==> src/rtl/http_reply_json_content_parser_macros.svh <==
// Assertion macros used by the HTTP reply parser top level.
`ifndef HTTP_REPLY_JSON_CONTENT_PARSER_MACROS_SVH
`define HTTP_REPLY_JSON_CONTENT_PARSER_MACROS_SVH

// Same-cycle implication, sampled on i_clk and disabled while reset is low.
`define HRJP_ASSERT_NOW(lbl, ante, cons, msg) \
    lbl: assert property (@(posedge i_clk) disable iff (!i_rst_n) (ante) |-> (cons)) \
        else $error(msg);

// Next-cycle implication, sampled on i_clk and disabled while reset is low.
`define HRJP_ASSERT_NEXT(lbl, ante, cons, msg) \
    lbl: assert property (@(posedge i_clk) disable iff (!i_rst_n) (ante) |=> (cons)) \
        else $error(msg);

`endif

==> src/rtl/hrjp_pkg.sv <==
// Types, constants and character tables of the HTTP reply parser.
package hrjp_pkg;

    localparam logic [7:0]  CH_SPACE  = 8'h20;
    localparam logic [7:0]  CH_TAB    = 8'h09;
    localparam logic [7:0]  CH_COLON  = 8'h3A;
    localparam logic [7:0]  CH_QUOTE  = 8'h22;
    localparam logic [7:0]  CH_BSLASH = 8'h5C;
    localparam logic [7:0]  CH_CR     = 8'h0D;
    localparam logic [7:0]  CH_LF     = 8'h0A;
    localparam logic [7:0]  CH_0      = 8'h30;
    localparam logic [7:0]  CH_9      = 8'h39;

    localparam logic [3:0]  MIN_LEN     = 4'd12;
    localparam logic [3:0]  KEY_LAST    = 4'd8;
    localparam logic [2:0]  DIGITS_WANT = 3'd3;
    localparam logic [2:0]  DIGITS_SAT  = 3'd4;
    localparam logic [9:0]  STATUS_LO   = 10'd200;
    localparam logic [9:0]  STATUS_HI   = 10'd300;
    localparam logic [12:0] CAP_MAX     = 13'd4096;
    localparam logic [12:0] CAP_RESET   = 13'd512;

    typedef enum logic [1:0] {
        ST_SEEK_SPACE,
        ST_DIGITS,
        ST_DONE
    } t_status_phase;

    typedef enum logic [2:0] {
        JS_SEARCH,
        JS_SKIP,
        JS_STRING,
        JS_STOPPED,
        JS_FAILED
    } t_json_phase;

    typedef enum logic [1:0] {
        VERDICT_OK,
        VERDICT_HTTP_FAIL,
        VERDICT_PARSE_FAIL
    } t_verdict;

    // One result item plus a flag saying whether the byte produced one.
    typedef struct packed {
        logic       present;
        logic       has_char;
        logic [7:0] out_char;
        logic       final_res;
        t_verdict   verdict;
    } t_result;

    function automatic logic [7:0] magic_char(input logic [1:0] idx);
        logic [7:0] c;
        case (idx)
            2'd0:    c = 8'h48;
            2'd1:    c = 8'h54;
            2'd2:    c = 8'h54;
            default: c = 8'h50;
        endcase
        return c;
    endfunction

    function automatic logic [7:0] crlf_char(input logic [1:0] idx);
        return idx[0] ? CH_LF : CH_CR;
    endfunction

    // The quoted key "content", quotes included.
    function automatic logic [7:0] key_char(input logic [3:0] idx);
        logic [7:0] c;
        case (idx)
            4'd0:    c = CH_QUOTE;
            4'd1:    c = 8'h63;
            4'd2:    c = 8'h6F;
            4'd3:    c = 8'h6E;
            4'd4:    c = 8'h74;
            4'd5:    c = 8'h65;
            4'd6:    c = 8'h6E;
            4'd7:    c = 8'h74;
            4'd8:    c = CH_QUOTE;
            default: c = 8'h00;
        endcase
        return c;
    endfunction

endpackage

==> src/rtl/http_reply_json_content_parser.sv <==
// Top level of the HTTP reply parser: input register, parse core, result register.
//
// Usage: bytes of one HTTP response enter on the input channel (i_in_valid /
// o_in_ready) one per transfer, with i_last_byte set on the final byte. The
// block checks the status line and header framing, finds the first "content"
// key in the body and returns the characters of its quoted string value.
// Results leave on the output channel (o_out_valid / i_out_ready). A byte
// yields a result when it carries a content character, when it is the last
// byte of the response, or both; other bytes yield no transfer at all.
// On the result of the last byte o_final_res is high and o_verdict says
// ok, HTTP failure or parse failure; on failure the receiver drops the
// characters it has collected. The parse state clears itself after that byte.
// A byte accepted into the input register passes through the parse core into
// the result register, which presents it. Throughput is one byte per cycle
// while the receiver takes results, set by the single register-to-register
// step of the parse core. When the receiver stalls, the result register holds
// its transfer and the input register keeps one more byte; o_in_ready drops
// only while both are occupied. i_cfg_we writes the reply capacity; it is to
// be used only while no response is in flight, which the block does not enforce.
// Reset clears the valid flags and parse state and sets the capacity to 512.
module http_reply_json_content_parser (
    input  logic        i_clk,
    input  logic        i_rst_n,
    input  logic        i_in_valid,
    output logic        o_in_ready,
    input  logic [7:0]  i_byte_in,
    input  logic        i_last_byte,
    output logic        o_out_valid,
    input  logic        i_out_ready,
    output logic        o_has_char,
    output logic [7:0]  o_out_char,
    output logic        o_final_res,
    output logic [1:0]  o_verdict,
    input  logic        i_cfg_we,
    input  logic [12:0] i_cfg_wdata
);
    import hrjp_pkg::*;

    `include "http_reply_json_content_parser_macros.svh"

    logic [12:0] r_capacity;
    logic        r_in_valid;
    logic [7:0]  r_in_byte;
    logic        r_in_last;
    logic        r_out_valid;
    t_result     r_out;
    t_result     w_res;
    logic        w_advance;

    // The registered byte moves through the core whenever the result slot is
    // free or is being emptied in this cycle.
    assign w_advance  = r_in_valid && (!r_out_valid || i_out_ready);
    assign o_in_ready = !r_in_valid || w_advance;

    always_ff @(posedge i_clk) begin
        if (!i_rst_n) begin
            r_capacity <= CAP_RESET;
        end else if (i_cfg_we) begin
            r_capacity <= i_cfg_wdata;
        end
    end

    always_ff @(posedge i_clk) begin
        if (!i_rst_n) begin
            r_in_valid <= 1'b0;
        end else if (o_in_ready) begin
            r_in_valid <= i_in_valid;
        end
    end

    always_ff @(posedge i_clk) begin
        if (i_in_valid && o_in_ready) begin
            r_in_byte <= i_byte_in;
            r_in_last <= i_last_byte;
        end
    end

    hrjp_core u_core (
        .i_clk      (i_clk),
        .i_rst_n    (i_rst_n),
        .i_step     (w_advance),
        .i_byte     (r_in_byte),
        .i_last     (r_in_last),
        .i_capacity (r_capacity),
        .o_res      (w_res)
    );

    // A byte without a result simply leaves the result slot empty.
    always_ff @(posedge i_clk) begin
        if (!i_rst_n) begin
            r_out_valid <= 1'b0;
        end else if (w_advance) begin
            r_out_valid <= w_res.present;
        end else if (i_out_ready) begin
            r_out_valid <= 1'b0;
        end
    end

    always_ff @(posedge i_clk) begin
        if (w_advance && w_res.present) begin
            r_out <= w_res;
        end
    end

    assign o_out_valid = r_out_valid;
    assign o_has_char  = r_out.has_char;
    assign o_out_char  = r_out.out_char;
    assign o_final_res = r_out.final_res;
    assign o_verdict   = r_out.verdict;

    `HRJP_ASSERT_NOW(a_nonfinal_has_char, o_out_valid && !o_final_res, o_has_char,
        "result without final flag carries no character")
    `HRJP_ASSERT_NOW(a_char_zero, o_out_valid && !o_has_char, o_out_char == 8'h00,
        "character field not zero on a result without a character")
    `HRJP_ASSERT_NOW(a_verdict_idle, o_out_valid && !o_final_res, o_verdict == VERDICT_OK,
        "verdict set on a non-final result")
    `HRJP_ASSERT_NOW(a_ready_when_empty, !o_out_valid, o_in_ready,
        "input stalled while the result register is empty")

endmodule

==> src/rtl/hrjp_core.sv <==
// Per-response parse state and the combinational next-state logic for one byte.
module hrjp_core (
    input  logic             i_clk,
    input  logic             i_rst_n,
    input  logic             i_step,
    input  logic [7:0]       i_byte,
    input  logic             i_last,
    input  logic [12:0]      i_capacity,
    output hrjp_pkg::t_result o_res
);
    import hrjp_pkg::*;

    logic [3:0]    r_byte_count,   n_byte_count;
    logic          r_magic_ok,     n_magic_ok;
    t_status_phase r_status_phase, n_status_phase;
    logic [9:0]    r_status_value, n_status_value;
    logic [2:0]    r_digit_count,  n_digit_count;
    logic [1:0]    r_blank_match,  n_blank_match;
    logic          r_in_body,      n_in_body;
    logic          r_body_seen,    n_body_seen;
    logic [3:0]    r_key_match,    n_key_match;
    t_json_phase   r_json_phase,   n_json_phase;
    logic          r_escape,       n_escape;
    logic [11:0]   r_out_count,    n_out_count;

    logic [12:0] w_cap_eff;
    logic        w_full;
    logic        w_is_digit;
    logic        w_try_emit;
    logic        w_emit;
    logic        w_http_ok;

    // Capacity zero behaves as one, anything above the buffer limit as the limit.
    assign w_cap_eff  = (i_capacity == 13'd0) ? 13'd1 :
                        (i_capacity > CAP_MAX) ? CAP_MAX : i_capacity;
    assign w_full     = ({1'b0, r_out_count} + 13'd1) >= w_cap_eff;
    assign w_is_digit = (i_byte >= CH_0) && (i_byte <= CH_9);
    assign w_try_emit = r_in_body && (r_json_phase == JS_STRING) &&
                        (r_escape || ((i_byte != CH_QUOTE) &&
                                      !((i_byte == CH_BSLASH) && !i_last)));
    assign w_emit     = w_try_emit && !w_full;

    assign w_http_ok  = (n_byte_count >= MIN_LEN) && n_magic_ok &&
                        (n_status_phase != ST_SEEK_SPACE) &&
                        (n_digit_count == DIGITS_WANT) &&
                        (n_status_value >= STATUS_LO) && (n_status_value < STATUS_HI);

    // Next state: the state as it stands after this byte, before the
    // end-of-response clear.
    always_comb begin
        n_byte_count   = r_byte_count;
        n_magic_ok     = r_magic_ok;
        n_status_phase = r_status_phase;
        n_status_value = r_status_value;
        n_digit_count  = r_digit_count;
        n_blank_match  = r_blank_match;
        n_in_body      = r_in_body;
        n_body_seen    = r_body_seen;
        n_key_match    = r_key_match;
        n_json_phase   = r_json_phase;
        n_escape       = r_escape;
        n_out_count    = r_out_count;

        if ((r_byte_count < 4'd4) && (i_byte != magic_char(r_byte_count[1:0]))) begin
            n_magic_ok = 1'b0;
        end
        if (r_byte_count < MIN_LEN) begin
            n_byte_count = r_byte_count + 4'd1;
        end

        unique case (r_status_phase)
            ST_SEEK_SPACE: begin
                if (i_byte == CH_SPACE) begin
                    n_status_phase = ST_DIGITS;
                end
            end
            ST_DIGITS: begin
                if (w_is_digit) begin
                    if (r_digit_count < DIGITS_WANT) begin
                        n_status_value = 10'(r_status_value * 10'd10
                                             + {2'b00, i_byte - CH_0});
                    end
                    if (r_digit_count < DIGITS_SAT) begin
                        n_digit_count = r_digit_count + 3'd1;
                    end
                end else begin
                    n_status_phase = ST_DONE;
                end
            end
            ST_DONE: begin
            end
            default: begin
                n_status_phase = ST_DONE;
            end
        endcase

        if (r_in_body) begin
            n_body_seen = 1'b1;
            unique case (r_json_phase)
                JS_SEARCH: begin
                    if (i_byte == key_char(r_key_match)) begin
                        if (r_key_match == KEY_LAST) begin
                            n_key_match  = 4'd0;
                            n_json_phase = JS_SKIP;
                        end else begin
                            n_key_match = r_key_match + 4'd1;
                        end
                    end else begin
                        n_key_match = (i_byte == CH_QUOTE) ? 4'd1 : 4'd0;
                    end
                end
                JS_SKIP: begin
                    if (i_byte == CH_QUOTE) begin
                        n_json_phase = JS_STRING;
                    end else if ((i_byte != CH_SPACE) && (i_byte != CH_TAB) &&
                                 (i_byte != CH_COLON)) begin
                        n_json_phase = JS_FAILED;
                    end
                end
                JS_STRING: begin
                    if (r_escape) begin
                        n_escape = 1'b0;
                    end else if (i_byte == CH_QUOTE) begin
                        n_json_phase = JS_STOPPED;
                    end else if ((i_byte == CH_BSLASH) && !i_last) begin
                        n_escape = 1'b1;
                    end
                    if (w_try_emit) begin
                        if (w_full) begin
                            n_json_phase = JS_STOPPED;
                        end else begin
                            n_out_count = r_out_count + 12'd1;
                        end
                    end
                end
                JS_STOPPED, JS_FAILED: begin
                end
                default: begin
                    n_json_phase = JS_FAILED;
                end
            endcase
        end else begin
            if (i_byte == crlf_char(r_blank_match)) begin
                if (r_blank_match == 2'd3) begin
                    n_in_body     = 1'b1;
                    n_blank_match = 2'd0;
                end else begin
                    n_blank_match = r_blank_match + 2'd1;
                end
            end else begin
                n_blank_match = (i_byte == CH_CR) ? 2'd1 : 2'd0;
            end
        end
    end

    // Result for this byte.
    always_comb begin
        o_res.present   = w_emit || i_last;
        o_res.has_char  = w_emit;
        o_res.out_char  = w_emit ? i_byte : 8'h00;
        o_res.final_res = i_last;
        if (!i_last) begin
            o_res.verdict = VERDICT_OK;
        end else if (!w_http_ok) begin
            o_res.verdict = VERDICT_HTTP_FAIL;
        end else if (!n_body_seen) begin
            o_res.verdict = VERDICT_PARSE_FAIL;
        end else if (((n_json_phase == JS_STRING) || (n_json_phase == JS_STOPPED)) &&
                     (n_out_count != 12'd0)) begin
            o_res.verdict = VERDICT_OK;
        end else begin
            o_res.verdict = VERDICT_PARSE_FAIL;
        end
    end

    always_ff @(posedge i_clk) begin
        if (!i_rst_n || (i_step && i_last)) begin
            r_byte_count   <= 4'd0;
            r_magic_ok     <= 1'b1;
            r_status_phase <= ST_SEEK_SPACE;
            r_status_value <= 10'd0;
            r_digit_count  <= 3'd0;
            r_blank_match  <= 2'd0;
            r_in_body      <= 1'b0;
            r_body_seen    <= 1'b0;
            r_key_match    <= 4'd0;
            r_json_phase   <= JS_SEARCH;
            r_escape       <= 1'b0;
            r_out_count    <= 12'd0;
        end else if (i_step) begin
            r_byte_count   <= n_byte_count;
            r_magic_ok     <= n_magic_ok;
            r_status_phase <= n_status_phase;
            r_status_value <= n_status_value;
            r_digit_count  <= n_digit_count;
            r_blank_match  <= n_blank_match;
            r_in_body      <= n_in_body;
            r_body_seen    <= n_body_seen;
            r_key_match    <= n_key_match;
            r_json_phase   <= n_json_phase;
            r_escape       <= n_escape;
            r_out_count    <= n_out_count;
        end
    end

endmodule

==> config.mk <==
export PLATFORM = sky130hd
export DESIGN_NAME = http_reply_json_content_parser
export DESIGN_NICKNAME = d
export VERILOG_FILES = /design/src/rtl/hrjp_pkg.sv /design/src/rtl/http_reply_json_content_parser.sv /design/src/rtl/hrjp_core.sv
export VERILOG_INCLUDE_DIRS = /design/src /design/src/rtl
export SDC_FILE = /design/constraint.sdc
export NUM_CORES = 1
export LEC_CHECK = 0
export ABC_AREA = 1
export BUFFER_PORTS_ARGS = -buffer_cell sky130_fd_sc_hd__clkbuf_2
export CORE_ASPECT_RATIO = 0.9
export CORE_MARGIN = 8
export CORE_UTILIZATION = 60
export DETAILED_ROUTE_END_ITERATION = 16
export PLACE_DENSITY = 0.88
export SETUP_SLACK_MARGIN = 0.02
export SLEW_MARGIN = 0
export SYNTH_ARGS = -nofsm -noshare
export SYNTH_HDL_FRONTEND = slang
export SYNTH_SLANG_ARGS = --single-unit
export TNS_END_PERCENT = 20
==> constraint.sdc <==
create_clock -name i_clk -period 4.3 [get_ports i_clk]
set_clock_uncertainty 0.1 [all_clocks]
set_input_delay 0.215 -clock i_clk [delete_from_list [all_inputs] [get_ports i_clk]]
set_output_delay 0.215 -clock i_clk [all_outputs]
set_load 0.005 [all_outputs]
-- After elaboration in Yosys (flattened, before gate mapping)
Memories as Yosys holds them, arrays and structs flattened. A register that Yosys moved wholly into a read port is not among the register bits.
Cells that the tools add are included.
- register bits: 80
- ROM bits: 112
- output and inout bits: 14
- logic and storage cells: 163
- memories: 1
- $add $sub $neg: 8
- $mul: 1
- order comparisons: 11
- equality and inequality tests: 24
- mux-type cells: 51
- bitwise gates (word level): 1
- reduce and logical (&&, ||, !) cells: 44
- memories (name ; depth ; width ; read ports ; clocked after memory_dff ; write ports ; RTL line ; RTL):
    (no name shown) ; 16 ; 7 ; 1 ; 1 ; 0 ; hrjp_pkg.sv:70 ; case (idx)
- operator list (kind ; count):
    2-to-1 mux 12 bit ; 4
    2-to-1 mux 3 bit ; 13
    2-to-1 mux 10 bit ; 3
    2-to-1 mux 13 bit ; 2
    inequality test 8 x 6 -> 1 bit, second input constant ; 3
    2-to-1 mux 4 bit ; 5
    logical AND 1 bit ; 19
    equality test 8 x 6 -> 1 bit, second input constant ; 2
    equality test 8 bit ; 2
    2-to-1 mux 8 bit ; 2
    equality test 3 x 2 -> 1 bit, second input constant ; 5
    adder 12 x 1 -> 13 bit, second input constant ; 1
    greater-or-equal comparator 13 bit ; 1
    > comparator 13 bit, second input constant ; 1
    zero test 13 bit ; 1
    2-to-1 mux 1 bit ; 13
    adder 12 x 1 -> 12 bit, second input constant ; 1
    2-to-1 mux 2 bit ; 6
    one-hot mux 3 bit (4 select lines) ; 1
    nonzero test 12 bit ; 1
    adder 10 x 8 -> 10 bit ; 1
    greater-or-equal comparator 10 x 8 -> 1 bit, second input constant ; 1
    less-than comparator 10 x 9 -> 1 bit, second input constant ; 1
    multiplier 10 x 3 -> 9 bit, second input constant ; 1
    other kinds (31) ; 50

-- Depth between registers and ports, before layout
- depth after elaboration: 15
- depth in mapped cells: 25

-- By module
From an unflattened synthesis, not the netlist that was laid out.
- cell total of the unflattened synthesis: 770
- area total of the unflattened synthesis: 5572.8 sq um
- by module, submodules not included (module ; instances ; cells an instance ; area each (sq um) ; sequential area each (sq um)):
    hrjp_core ; 1 ; 676 ; 4388.0 ; 1021.0
    http_reply_json_content_parser ; 1 ; 94 ; 1184.9 ; 930.9

-- Worst setup path after synthesis
No wires, ideal clock.
- kind: register to register
- start point: register u_core.r_out_count[0]
- end point: register r_out (netlist bit o_final_res) (enable)
- setup time: 350 ps
- arrival time: 2673 ps
- required time: 3850 ps
- setup slack: 1176 ps
- cell stages (with the launch flop): 20
- buffers on the path: 1
- period minus slack after synthesis: 3124 ps
- cell sequence: dfxtp_1 -> ha_1 -> nand2_1 -> inv_1 -> nand3_1 -> nor3_1 -> or2_2 -> nand2_1 -> inv_1 -> ha_1 -> nand2_1 -> inv_1 -> nand2_1 -> nand2_1 -> a21oi_2 -> nand3_1 -> nor2_4 -> buf_6 -> nand2_1 -> nand2_1
- longest elaborated chain between the ends: 6
- RTL lines (element ; RTL line ; RTL):
    from (decl) ; hrjp_core.sv:24 ; logic [11:0] r_out_count, n_out_count;
    from (signal assigned) ; hrjp_core.sv:202 ; r_out_count <= n_out_count;
    adder 12 x 1 -> 13 bit ; hrjp_core.sv:36 ; assign w_full = ({1'b0, r_out_count} + 13'd1) >= w_cap_eff;
    greater-or-equal comparator 13 bit ; hrjp_core.sv:36 ;
    zero test 1 bit ; hrjp_core.sv:41 ; assign w_emit = w_try_emit && !w_full;
    logical AND 1 bit ; hrjp_core.sv:41 ;
    net u_core.w_emit ; hrjp_core.sv:30 ; logic w_emit;
    logical OR 1 bit ; hrjp_core.sv:158 ; o_res.present = w_emit || i_last;
    logical AND 1 bit ; http_reply_json_content_parser.sv:100 ; if (w_advance && w_res.present) begin
    to (signal assigned) ; http_reply_json_content_parser.sv:101 ; r_out <= w_res;
    to (decl) ; http_reply_json_content_parser.sv:46 ; t_result r_out;
The timed path passes the listed nets, and every way through them passes these cells.
A chain may end at the register's enable or synchronous reset.

-- Worst setup path after layout
- start point: register u_core.r_out_count[0]
- end point: register r_out (netlist bit o_out_char[4]) (enable)
- longest elaborated chain between the ends: 6
- RTL lines (element ; RTL line):
    adder 12 x 1 -> 13 bit ; hrjp_core.sv:36
    greater-or-equal comparator 13 bit ; hrjp_core.sv:36
    zero test 1 bit ; hrjp_core.sv:41
    logical AND 1 bit ; hrjp_core.sv:41
    logical OR 1 bit ; hrjp_core.sv:158
    logical AND 1 bit ; http_reply_json_content_parser.sv:100
Every way passes these cells.

==> impl_metrics.json <==
{
  "gr-usage-met2_pct": 34.0,
  "fin_util_pct": 69.8,
  "top_usage_layer": "met2",
  "cp-end-kind": "flip-flop",
  "core-area_mm2": 0.00913,
  "met1_usage_pct": 26.6,
  "hold_class": "input port to flip-flop",
  "synthMuxAreaShare_pct": 0,
  "cts_setup_buffers": 0,
  "ys.flop_type": "dfxtp_1",
  "ant_nets": 0,
  "syn-mean-instance-area_um2": 7.04,
  "fin_crit_sh_pct": 88.5,
  "drtIter0Drc": 286,
  "grt_max_degree": 50,
  "synth_edf_count": 21,
  "synth_simple_gate_area_share_pct": 30.3,
  "io_pins": 41,
  "place_ws_ns": 0.626,
  "async_flop_share_pct": 0,
  "yosys_warnings": 0,
  "syn_nets": 876,
  "die_h_um": 108,
  "holdPathEnd": "r_in_valid",
  "drt_wl_total_um": 13000,
  "timing.final.crit_period_ns": 3.81,
  "cts_root_buf": "clkbuf_8",
  "hpwl_um": 9210,
  "antenna_found_initial": 0,
  "synthDistinctLibCells": 42,
  "crit_top_cell": "nand2_1",
  "r2r_start": "u_core.r_out_count[0]",
  "layout-drive-gt1-share_pct": 10.7,
  "required_ns": 4.19,
  "r2r-end": "o_out_char[4]",
  "chipWidth_um": 118,
  "grtUsageMet3_pct": 3.65,
  "drc": 0,
  "final_nets": 936,
  "multi_input_area_mm2": 0.00317,
  "synth_compound_area_share_pct": 12.3,
  "cp_cell_sequence": "ha_1, nand2_1, inv_1, nand3_1, nor3_1, nand2_1, nor4_1, ha_1, nand2_1, inv_1, nand2_1, nand2_1, a21oi_2, nand3_1, nor2_4, nand2_1, nand2_1",
  "tritoncts": "yes",
  "final.fill_count": 755,
  "grt_overflow_total": 0,
  "critical_path_arrival_ns": 3.70,
  "status": "finished, final reports clean",
  "min_path_cells": 3,
  "antenna_cells": 0,
  "path_buf_inv": 2,
  "p_per_area_mw_per_mm2": 287,
  "synth_seq_area_share_pct": 34.6,
  "worst_path_max_delay_cell": "nand2_1",
  "fmax_mhz": 263,
  "final.setup.tns_ns": 0,
  "synth_top_family_by_area": "simple AND/OR/NAND/NOR gates",
  "numPortBuffers": 40,
  "start_util_pct": 61.8,
  "place.gp.congestion": 0.902,
  "die-area_mm2": 0.0128,
  "h-tree-depth": 3,
  "tightest_slew_ns": 0.721,
  "numCtsBuffers": 9,
  "grt_pass1_wl_um": 22000,
  "syn_inst": 801,
  "ys_seq_elements": 87,
  "area_growth_pct": 12.9,
  "hp-start": "i_in_valid",
  "synth_xor_area_share_pct": 2.80,
  "path_delay_family": "simple AND/OR/NAND/NOR gates",
  "worst_slack_ns": 0.493,
  "grtUsageTotal_pct": 20.7,
  "synth_fa_ha_area_share_pct": 10.9,
  "slew_headroom_pct": 51.4,
  "clk_path_buf_depth": 2,
  "power.leakage_nw": 3.18,
  "grt_pass1_vias": 4908,
  "cts_sinks": 87,
  "finalSetupViolCount": 0,
  "start_kind": "flip-flop",
  "reg2reg_slack_ns": 0.49,
  "reg2regPathDepth": 17,
  "peakVddDrop_mv": 0.202,
  "vias_per_cell": 5.32,
  "path_class": "flip-flop to flip-flop",
  "drt_pass1_iterations": 5,
  "max_stage_delay_ns": 0.46,
  "rsz0062_at_grt": "false",
  "slew_viol_final": 0,
  "fp-row-count": 33,
  "routed-via-count": 5259,
  "register_area_mm2": 0.00195,
  "path_clk_slew_ns": 0.10,
  "finalHoldViolCount": 0,
  "avgRoutedWirePerCell_um": 13.2,
  "crit_fanout": 14,
  "syn-cell-area_mm2": 0.00564,
  "max_cap_viol_count": 0,
  "clk_latency_ns": 0.36
}
## cell usage in the layout (no fill, tap or decap), types with 5 or more instances in the layout
master,n
nand4_1,11
or2_2,8
o21ai_0,51
dlygate4sd3_1,21
inv_2,5
nand2_2,5
clkbuf_8,9
clkbuf_2,40
ha_1,46
a21oi_1,55
inv_1,115
nor2_1,97
dfxtp_1,66
nand2_1,195
nor4_1,5
xnor2_1,6
nand3_1,33
xor2_1,12
nor3_1,13
edfxtp_1,21
## flip-flops by register name (all words and copies together) (netlist names), named ones only
name / cells
r_in_last: 1
o_has_char: 1
o_final_res: 1
u_core.r_status_value: 10
u_core.r_key_match: 4
r_in_valid: 1
u_core.r_status_phase: 2
u_core.r_body_seen: 1
u_core.r_byte_count: 4
u_core.r_escape: 1
r_capacity: 13
u_core.r_json_phase: 3
o_verdict: 2
r_in_byte: 8
u_core.r_blank_match: 2
o_out_valid: 1
u_core.r_out_count: 12
u_core.r_digit_count: 3
o_out_char: 8
u_core.r_in_body: 1
u_core.r_magic_ok: 1
## per-layer routing
layer  wire (um)  vias up  share of wire (%)
met2        5880      168                 45
met5           0        -                  0
li1            -     2704                  -
met4         307        0                2.4
met3         750       27                5.8
met1        6090     2360                 47
## report_power, final
group | leakage, nW | internal [W] | total, W | switching, W
Sequential | 0.733 | 0.000869 | 0.000903 | 0.0000343
Combinational | 2.34 | 0.000118 | 0.000305 | 0.000187
Clock | 0.110 | 0.000310 | 0.000619 | 0.000309
## through the flow
step / std cells / hold slack [ns] / instance area (um2) / total power, W
after global placement: 951 / 0.292 / 5940 / 0.00119
after global routing: 988 / 0.0456 / 6370 / 0.00191
final: 988 / 0.0289 / 6370 / 0.00183
after floorplan: 801 / 0.214 / 5640 / 0.00113
after CTS: 988 / 0.00207 / 6370 / 0.00183
after detailed placement: 951 / 0.294 / 5940 / 0.00120
## worst min-delay path: cells and delay by family
kind / cells / cell delay (ns)
compound gates: 1 / 0.08
buf+inv: 1 / 0.09
simple gates: 1 / 0.07
## cell usage after synthesis, drive strengths merged (12+ instances only)
| library cell | count | area share, % |
|---|---|---|
| a21oi | 57 | 5.2 |
| edfxtp | 21 | 11 |
| nand3 | 38 | 3.9 |
| nand4 | 13 | 1.8 |
| clkbuf | 12 | 0.80 |
| ha | 46 | 10 |
| inv | 120 | 8.0 |
| dfxtp | 66 | 23 |
| nor3 | 13 | 1.2 |
| nand2 | 201 | 14 |
| o21ai | 52 | 4.6 |
| xor2 | 12 | 1.9 |
| nor2 | 105 | 7.7 |
## worst max-delay path by stage
stage / cells after the start / startpoint / endpoint
2_1_floorplan: 19 / u_core.r_out_count[0] / o_final_res
3_3_place_gp: 17 / u_core.r_out_count[0] / o_final_res
3_5_place_dp: 17 / u_core.r_out_count[0] / o_out_char[4]
4_1_cts: 17 / u_core.r_out_count[0] / o_out_char[4]
5_1_grt: 17 / u_core.r_out_count[0] / o_out_char[4]
6_report: 17 / u_core.r_out_count[0] / o_out_char[4]
## final cells by class
type | instances | share of cell area, %
Inverter | 120 | 7.07
Sequential cell | 87 | 30.6
Clock inverter | 5 | 0.963
Multi-Input combinational cell | 580 | 49.8
Tap cell | 122 | 2.40
Clock buffer | 11 | 2.40
Timing Repair Buffer | 63 | 6.68
## logic make-up (layout without fill, tap and decap cells)
family,count (synthesis),after routing
flops,87,87
compound gates,127,127
xor+xnor,18,18
buf+inv,134,199
simple gates,387,387
fa+ha+maj,48,48
## what timing repair did
item                      4_1_cts  5_1_grt
hold buffers                   21        0
gates resized for setup         0        0
hold endpoints to repair       21        0
Note: power is estimated with default switching activity, not from simulation.
